File: src/rtl/core/hsa_pkg.sv
// Shared types, codes and helpers for the handle slot allocator.
`timescale 1ns / 1ps

package hsa_pkg;

  localparam int WORD_W     = 64;
  localparam int BIT_W      = 6;
  localparam int CMD_W      = 2;
  localparam int HANDLE_W   = 12;
  localparam int STATUS_W   = 2;

  typedef enum logic [CMD_W-1:0] {
    CMD_CREATE  = 2'd0,
    CMD_DESTROY = 2'd1,
    CMD_QUERY   = 2'd2,
    CMD_NONE    = 2'd3
  } command_t;

  typedef enum logic [STATUS_W-1:0] {
    ST_OK         = 2'd0,
    ST_BAD_HANDLE = 2'd1,
    ST_NOT_LIVE   = 2'd2,
    ST_NO_SPACE   = 2'd3
  } status_t;

  typedef enum logic {
    S_IDLE = 1'b0,
    S_EXEC = 1'b1
  } state_t;

  typedef struct packed {
    logic load;
    logic commit;
  } ctrl_cmd_t;

  function automatic logic [BIT_W-1:0] lowest_zero(input logic [WORD_W-1:0] w);
    logic [BIT_W-1:0] pos;
    pos = '0;
    for (int i = WORD_W - 1; i >= 0; i--) begin
      if (!w[i]) begin
        pos = BIT_W'(i);
      end
    end
    return pos;
  endfunction

endpackage

File: src/rtl/core/hsa_ctrl.sv
// Control state machine: input handshake, commit sequencing and result valid.
`timescale 1ns / 1ps

module hsa_ctrl (
  input  logic              clk,
  input  logic              rst_n,
  input  logic              in_valid,
  output logic              in_stall,
  output logic              out_valid,
  input  logic              out_stall,
  output hsa_pkg::ctrl_cmd_t cmd
);
  import hsa_pkg::*;

  state_t state_r, state_nxt;
  logic   out_valid_r, out_valid_nxt;

  always_ff @(posedge clk) begin
    if (!rst_n) begin
      state_r     <= S_IDLE;
      out_valid_r <= 1'b0;
    end else begin
      state_r     <= state_nxt;
      out_valid_r <= out_valid_nxt;
    end
  end

  always_comb begin
    state_nxt  = state_r;
    cmd.load   = 1'b0;
    cmd.commit = 1'b0;
    case (state_r)
      S_IDLE: begin
        if (in_valid) begin
          cmd.load  = 1'b1;
          state_nxt = S_EXEC;
        end
      end
      S_EXEC: begin
        if (!out_valid_r || !out_stall) begin
          cmd.commit = 1'b1;
          state_nxt  = S_IDLE;
        end
      end
      default: begin
        state_nxt = S_IDLE;
      end
    endcase
    if (cmd.commit) begin
      out_valid_nxt = 1'b1;
    end else if (out_valid_r && !out_stall) begin
      out_valid_nxt = 1'b0;
    end else begin
      out_valid_nxt = out_valid_r;
    end
  end

  assign in_stall  = (state_r != S_IDLE);
  assign out_valid = out_valid_r;

endmodule

File: src/rtl/core/hsa_datapath.sv
// Datapath: bitmap word memory, word summaries, allocate/free logic, result register.
`timescale 1ns / 1ps

module hsa_datapath #(
  parameter int SLOTS = 1024
) (
  input  logic                               clk,
  input  logic                               rst_n,
  input  hsa_pkg::ctrl_cmd_t                 cmd,
  input  logic [hsa_pkg::CMD_W-1:0]          in_command,
  input  logic [hsa_pkg::HANDLE_W-1:0]       in_handle,
  output logic [hsa_pkg::STATUS_W-1:0]       out_status,
  output logic [hsa_pkg::HANDLE_W-1:0]       out_new_handle,
  output logic                               out_is_live
);
  import hsa_pkg::*;

  localparam int WORDS     = (SLOTS + WORD_W - 1) / WORD_W;
  localparam int WIDX_W    = (WORDS > 1) ? $clog2(WORDS) : 1;
  localparam int LAST_BITS = SLOTS - (WORDS - 1) * WORD_W;
  localparam logic [WORD_W-1:0] PAD_LAST = ~((WORD_W'(1) << LAST_BITS) - WORD_W'(1));
  localparam logic [HANDLE_W:0] SLOTS_L = (HANDLE_W + 1)'(SLOTS);
  localparam logic [WIDX_W-1:0] LAST_W = WIDX_W'(WORDS - 1);

  logic [WORD_W-1:0] mem [WORDS];
  logic [WORDS-1:0]  word_valid_r;
  logic [WORDS-1:0]  full_r;

  logic [CMD_W-1:0]    cmd_r;
  logic [BIT_W-1:0]    bit_r;
  logic                in_range_r;
  logic                found_r;
  logic [WIDX_W-1:0]   addr_r;
  logic [WORD_W-1:0]   rdata_r;
  logic                rvalid_r;

  logic [STATUS_W-1:0] status_r;
  logic [HANDLE_W-1:0] new_handle_r;
  logic                is_live_r;

  logic [HANDLE_W-1:0] hm1;
  logic                in_range;
  logic                found;
  logic [WIDX_W-1:0]   free_w;
  logic [WIDX_W-1:0]   addr;

  logic [WORD_W-1:0]   word;
  logic [WORD_W-1:0]   pad;
  logic [BIT_W-1:0]    pos;
  logic [WORD_W-1:0]   new_word;
  logic                wr_en;
  logic                new_full;
  status_t             status_nxt;
  logic [HANDLE_W-1:0] new_handle_nxt;
  logic                is_live_nxt;

  always_comb begin
    hm1      = in_handle - HANDLE_W'(1);
    in_range = (in_handle != '0) && ({1'b0, in_handle} <= SLOTS_L);
    found    = 1'b0;
    free_w   = '0;
    for (int w = WORDS - 1; w >= 0; w--) begin
      if (!full_r[w]) begin
        found  = 1'b1;
        free_w = WIDX_W'(w);
      end
    end
    if (command_t'(in_command) == CMD_CREATE) begin
      addr = free_w;
    end else if (in_range) begin
      addr = hm1[BIT_W +: WIDX_W];
    end else begin
      addr = '0;
    end
  end

  always_ff @(posedge clk) begin
    if (cmd.load) begin
      cmd_r      <= in_command;
      bit_r      <= hm1[BIT_W-1:0];
      in_range_r <= in_range;
      found_r    <= found;
      addr_r     <= addr;
      rdata_r    <= mem[addr];
      rvalid_r   <= word_valid_r[addr];
    end
  end

  always_comb begin
    word           = rvalid_r ? rdata_r : '0;
    pad            = (addr_r == LAST_W) ? PAD_LAST : '0;
    pos            = lowest_zero(word | pad);
    new_word       = word;
    wr_en          = 1'b0;
    status_nxt     = ST_OK;
    new_handle_nxt = '0;
    is_live_nxt    = 1'b0;
    case (command_t'(cmd_r))
      CMD_CREATE: begin
        if (found_r) begin
          new_word       = word | (WORD_W'(1) << pos);
          wr_en          = 1'b1;
          new_handle_nxt = HANDLE_W'({addr_r, pos}) + HANDLE_W'(1);
        end else begin
          status_nxt = ST_NO_SPACE;
        end
      end
      CMD_DESTROY: begin
        if (!in_range_r) begin
          status_nxt = ST_BAD_HANDLE;
        end else if (!word[bit_r]) begin
          status_nxt = ST_NOT_LIVE;
        end else begin
          new_word = word & ~(WORD_W'(1) << bit_r);
          wr_en    = 1'b1;
        end
      end
      CMD_QUERY: begin
        is_live_nxt = in_range_r && word[bit_r];
      end
      default: begin
        status_nxt = ST_OK;
      end
    endcase
    new_full = &(new_word | pad);
  end

  always_ff @(posedge clk) begin
    if (cmd.commit && wr_en) begin
      mem[addr_r] <= new_word;
    end
  end

  always_ff @(posedge clk) begin
    if (!rst_n) begin
      word_valid_r <= '0;
      full_r       <= '0;
    end else if (cmd.commit && wr_en) begin
      word_valid_r[addr_r] <= 1'b1;
      full_r[addr_r]       <= new_full;
    end
  end

  always_ff @(posedge clk) begin
    if (cmd.commit) begin
      status_r     <= status_nxt;
      new_handle_r <= new_handle_nxt;
      is_live_r    <= is_live_nxt;
    end
  end

  assign out_status     = status_r;
  assign out_new_handle = new_handle_r;
  assign out_is_live    = is_live_r;

endmodule

File: src/rtl/core/handle_slot_allocator_top.sv
// Handle slot allocator: one transaction in, one result out, registered at commit.
// A new transaction waits until the last commits, as a bitmap word is read then written back.
// A result waiting on out_stall holds the commit cycle of the next transaction.
// Reset: synchronous, active low; word valid and full summary bits clear, so every slot
// reads free at once with no clearing pass.
`timescale 1ns / 1ps

module handle_slot_allocator_top #(
  parameter int SLOTS = 1024
) (
  input  logic                          clk,
  input  logic                          rst_n,
  input  logic                          in_valid,
  output logic                          in_stall,
  input  logic [hsa_pkg::CMD_W-1:0]     in_command,
  input  logic [hsa_pkg::HANDLE_W-1:0]  in_handle,
  output logic                          out_valid,
  input  logic                          out_stall,
  output logic [hsa_pkg::STATUS_W-1:0]  out_status,
  output logic [hsa_pkg::HANDLE_W-1:0]  out_new_handle,
  output logic                          out_is_live
);
  import hsa_pkg::*;

  ctrl_cmd_t cmd;

  hsa_ctrl u_ctrl (
    .clk       (clk),
    .rst_n     (rst_n),
    .in_valid  (in_valid),
    .in_stall  (in_stall),
    .out_valid (out_valid),
    .out_stall (out_stall),
    .cmd       (cmd)
  );

  hsa_datapath #(
    .SLOTS (SLOTS)
  ) u_datapath (
    .clk            (clk),
    .rst_n          (rst_n),
    .cmd            (cmd),
    .in_command     (in_command),
    .in_handle      (in_handle),
    .out_status     (out_status),
    .out_new_handle (out_new_handle),
    .out_is_live    (out_is_live)
  );

endmodule
File: config.mk
export PLATFORM = sky130hd
export DESIGN_NAME = handle_slot_allocator_top
export DESIGN_NICKNAME = d
export VERILOG_FILES = /design/src/rtl/core/hsa_pkg.sv /design/src/rtl/core/hsa_ctrl.sv /design/src/rtl/core/hsa_datapath.sv /design/src/rtl/core/handle_slot_allocator_top.sv
export SDC_FILE = /design/constraint.sdc
export NUM_CORES = 2
export LEC_CHECK = 0
export BUFFER_PORTS_ARGS = -buffer_cell sky130_fd_sc_hd__buf_2
export CAP_MARGIN = 20
export CELL_PAD_IN_SITES_DETAIL_PLACEMENT = 1
export CELL_PAD_IN_SITES_GLOBAL_PLACEMENT = 2
export CORE_MARGIN = 2
export CORE_UTILIZATION = 48
export DETAILED_ROUTE_END_ITERATION = 10
export PLACE_DENSITY_LB_ADDON = 0.1
export SYNTH_ARGS = -nofsm -noshare
export SYNTH_HDL_FRONTEND = slang
export SYNTH_SLANG_ARGS = --single-unit
File: constraint.sdc
create_clock -name clk -period 25.5 [get_ports clk]
set_clock_uncertainty 0.1 [all_clocks]
set_input_delay 7.65 -clock clk [delete_from_list [all_inputs] [get_ports clk]]
set_output_delay 7.65 -clock clk [all_outputs]
set_load 0.01 [all_outputs]
==> flow_summary.ini <==
[die]
dieWidth_um = 324.5
initial_utilization_pct = 48.40
io_pins = 35
core_mm2 = 0.1019
core.rowCount = 117
dieHeight_um = 324.5
die_area_mm2 = 0.1053

[layout]
layout-drive-gt1-share_pct = 9.548
nNetsFinal = 4066
syn_to_final_growth_pct = 11.08
diodes = 0
layout_commonest_cell = edfxtp_1
final_cell_mix = 1117 x edfxtp_1, 1016 x nand2_1, 602 x nand3_1

[global_routing]
grt_antenna_before_repair = 2
grt_pass1_wl_um = 240500
grt_pass1_vias = 35555
grt_usage_pct = 30.76
grt_overflow = 0
grt_start_max_net_pins = 167

[route]
vias_per_cell = 6.326
ant_nets = 0
dr.pass1.iters = 6
drt_iter0_drc = 3565
vias = 34826
routed_wl_um = 164500
drc_errors = 0
wl_per_cell_um = 29.87

[clock_tree]
holdBufCountCts = 0
htree_levels = 3
cts_num_sinks = 1151
path_clk_slew_ns = 0.06
cts_tree = yes
insertion_delay_ns = 0.74
cts-root-buf = clkbuf_16
cts_buffers = 119
clockBufferDepth = 3
cts_resized = 0
cts_setup_buffers = 0

[synth]
synth_area_leader_cell = edfxtp_1
async_flop_share_pct = 0
synth-main-ff-cell = edfxtp_1
ys_seq_area_share_pct = 69.40
synth_top_area_share_pct = 68.02
syn_area_mm2 = 0.04931
yosys_register_bits = 1151
synth.avg_cell_area_um2 = 12.15
syn_inst = 4060
synth_fp_nets = 4084
synth_enable_flop_cells = 1117
synth.distinct_cells = 103
synth.area.top_cells = edfxtp_1 68%, nand2_1 7.7%, nand3_1 6.1%, a311oi_1 2.3%, a211oi_1 2.1%
yosysWarnings = 0

[critical_path]
cp.required_ns = 25.95
critical_path_class = in -> reg
worst_path_most_repeated_cell = buf_4
cpPeakStageDelay_ns = 0.81
critPathMaxFanout = 156
endpoint_kind = flip-flop
critical_path_arrival_ns = 14.07
startpoint_type = primary input
reg2reg_depth = 17
crit_chain = buf_2 > inv_1 > ha_1 > or4b_1 > o31a_1 > nor3_1 > nand2_1 > nor2_4 > buf_4 > a21oi_4 > inv_8 > buf_4 > buf_4 > buf_4 > nand2_1 > a311oi_1 > a311oi_1 > a31oi_1
r2r_setup_slack_ns = 18.18
rr_startpoint = u_datapath.rvalid_r$_DFFE_PP_
crit_slowest_cell = buf_4
r2r_end = u_datapath.full_r[15]$_SDFFE_PN0P_

[hold_path]
holdCritPathClass = reg -> reg
min_path_cells = 1
min_to = u_datapath.word_valid_r[0]$_SDFFE_PN0P_
min-delay-start = u_datapath.word_valid_r[0]$_SDFFE_PN0P_

[timing]
fin_crit_ns = 13.61
finalSetupViolations = 0
period_share_pct = 53.39
tns_ns = 0
drv_slew = 0
fmax_ghz = 0.07346
worstMarginPinSlew_ns = 1.214
relSlewSlack_pct = 19.08
final_hold_viol_count = 0
rsz0062_at_grt = false

[outcome]
status = finished, final reports clean

[power_and_ir_drop]
finalPower_mw = 4.048
power.density_mw_per_mm2 = 73.90
max-vdd-ir-drop_mv = 0.06588
power_leakage_nw = 18.67

[placed_design]
portBuffers = 33
routabilityCongestion = 0.9947
dpl.hpwl_um = 92710

[job]
drv_cap = 0
critical path: cells and delay by family:
kind / cells / cell delay (ns)
adder cells (fa/ha/maj): 1 / 0.20
AO/OA/AOI/OAI: 5 / 1.08
buffers and inverters: 7 / 3.39
AND/OR/NAND/NOR: 5 / 1.46
layout make-up:
class	instances	area [um^2]
flip-flops and latches	1151	34220
inverters	117	494.2
repair buffers	141	1060
clock inverters	67	559.3
well taps	1368	1712
clock buffers	149	3112
fillers	10262	47120
multi-input cells	2512	13610
Yosys cell counts, types with 7 or more instances:
cell type / instances
a211oi_1: 136
a21boi_0: 7
a21oi_1: 47
a221oi_1: 7
a22oi_1: 29
a311oi_1: 131
a31oi_1: 79
and2_1: 26
and3_1: 19
and4_1: 13
buf_1: 16
buf_2: 42
clkbuf_1: 208
dfxtp_1: 34
edfxtp_1: 1117
inv_1: 114
mux2i_1: 14
nand2_1: 1016
nand2b_1: 8
nand3_1: 602
nand4_1: 39
nor2_1: 65
nor2b_1: 13
nor3_1: 25
nor4_1: 10
o2111ai_1: 10
o211ai_1: 15
o21a_1: 10
o21ai_0: 22
o31ai_1: 9
o31ai_2: 10
routing by layer:
layer  share of wire, %  global-route usage, %
met1                 43                  42.55
met2                 48                  50.44
met3                6.3                  3.951
met4                3.2                  10.47
met5             0.0091                      0
flip-flops by register name, indices dropped and copies added, names as in the netlist, 2 cells and up:
| signal | count |
|---|---|
| u_datapath.mem | 1024 |
| u_datapath.rdata_r | 64 |
| u_datapath.full_r | 16 |
| u_datapath.word_valid_r | 16 |
| u_datapath.out_new_handle | 11 |
| u_datapath.bit_r | 6 |
| u_datapath.addr_r | 4 |
| u_datapath.cmd_r | 2 |
| u_datapath.out_status | 2 |
metrics by stage:
stage	std cells	setup slack, ns	hold WS (ns)	util [%]	cell area (um^2)
after floorplan	4060	11.34	0.3307	-	49310
after CTS	5503	11.87	0.3738	53.72	54730
final	5505	11.89	0.3721	53.76	54770
after global placement	5284	11.37	0.3482	50.08	51030
after detailed placement	5287	11.09	0.3575	50.11	51060
after global routing	5505	11.49	0.4008	53.76	54770
report_power, final:
group	internal [mW]	switching, mW
registers	2.10	0.0321
logic	0.0619	0.175
clock network	0.948	0.727
total	3.11	0.934
cells by family (layout without fill, tap and decap cells):
| logic type | Yosys count | count (layout) | share of synthesized area (%) |
|---|---|---|---|
| simple gates | 1888 | 1888 | 17.30 |
| flops | 1151 | 1151 | 69.40 |
| compound gates | 588 | 588 | 9.224 |
| buf+inv | 397 | 474 | 3.271 |
| mux | 19 | 19 | 0.4669 |
| xor+xnor | 10 | 10 | 0.1776 |
| fa+ha+maj | 6 | 6 | 0.1522 |
| other cells | 1 | 1 | 0.007605 |
how the worst max path moves through the flow:
| stage | start | end | slack [ns] | cells past startpoint |
|---|---|---|---|---|
| final | in_handle[0] | u_datapath.rdata_r[15]$_DFFE_PP_ | 11.89 | 18 |
| after global placement | in_handle[0] | u_datapath.rvalid_r$_DFFE_PP_ | 11.37 | 17 |
| after CTS | in_handle[0] | u_datapath.rdata_r[15]$_DFFE_PP_ | 11.87 | 18 |
| after global routing | in_handle[0] | u_datapath.rdata_r[15]$_DFFE_PP_ | 11.49 | 18 |
| after floorplan | out_stall | u_datapath.mem[13][0]$_DFFE_PP_ | 11.34 | 3 |
| after detailed placement | in_handle[0] | u_datapath.rdata_r[15]$_DFFE_PP_ | 11.09 | 18 |
Note: power is estimated with default switching activity, not from simulation.
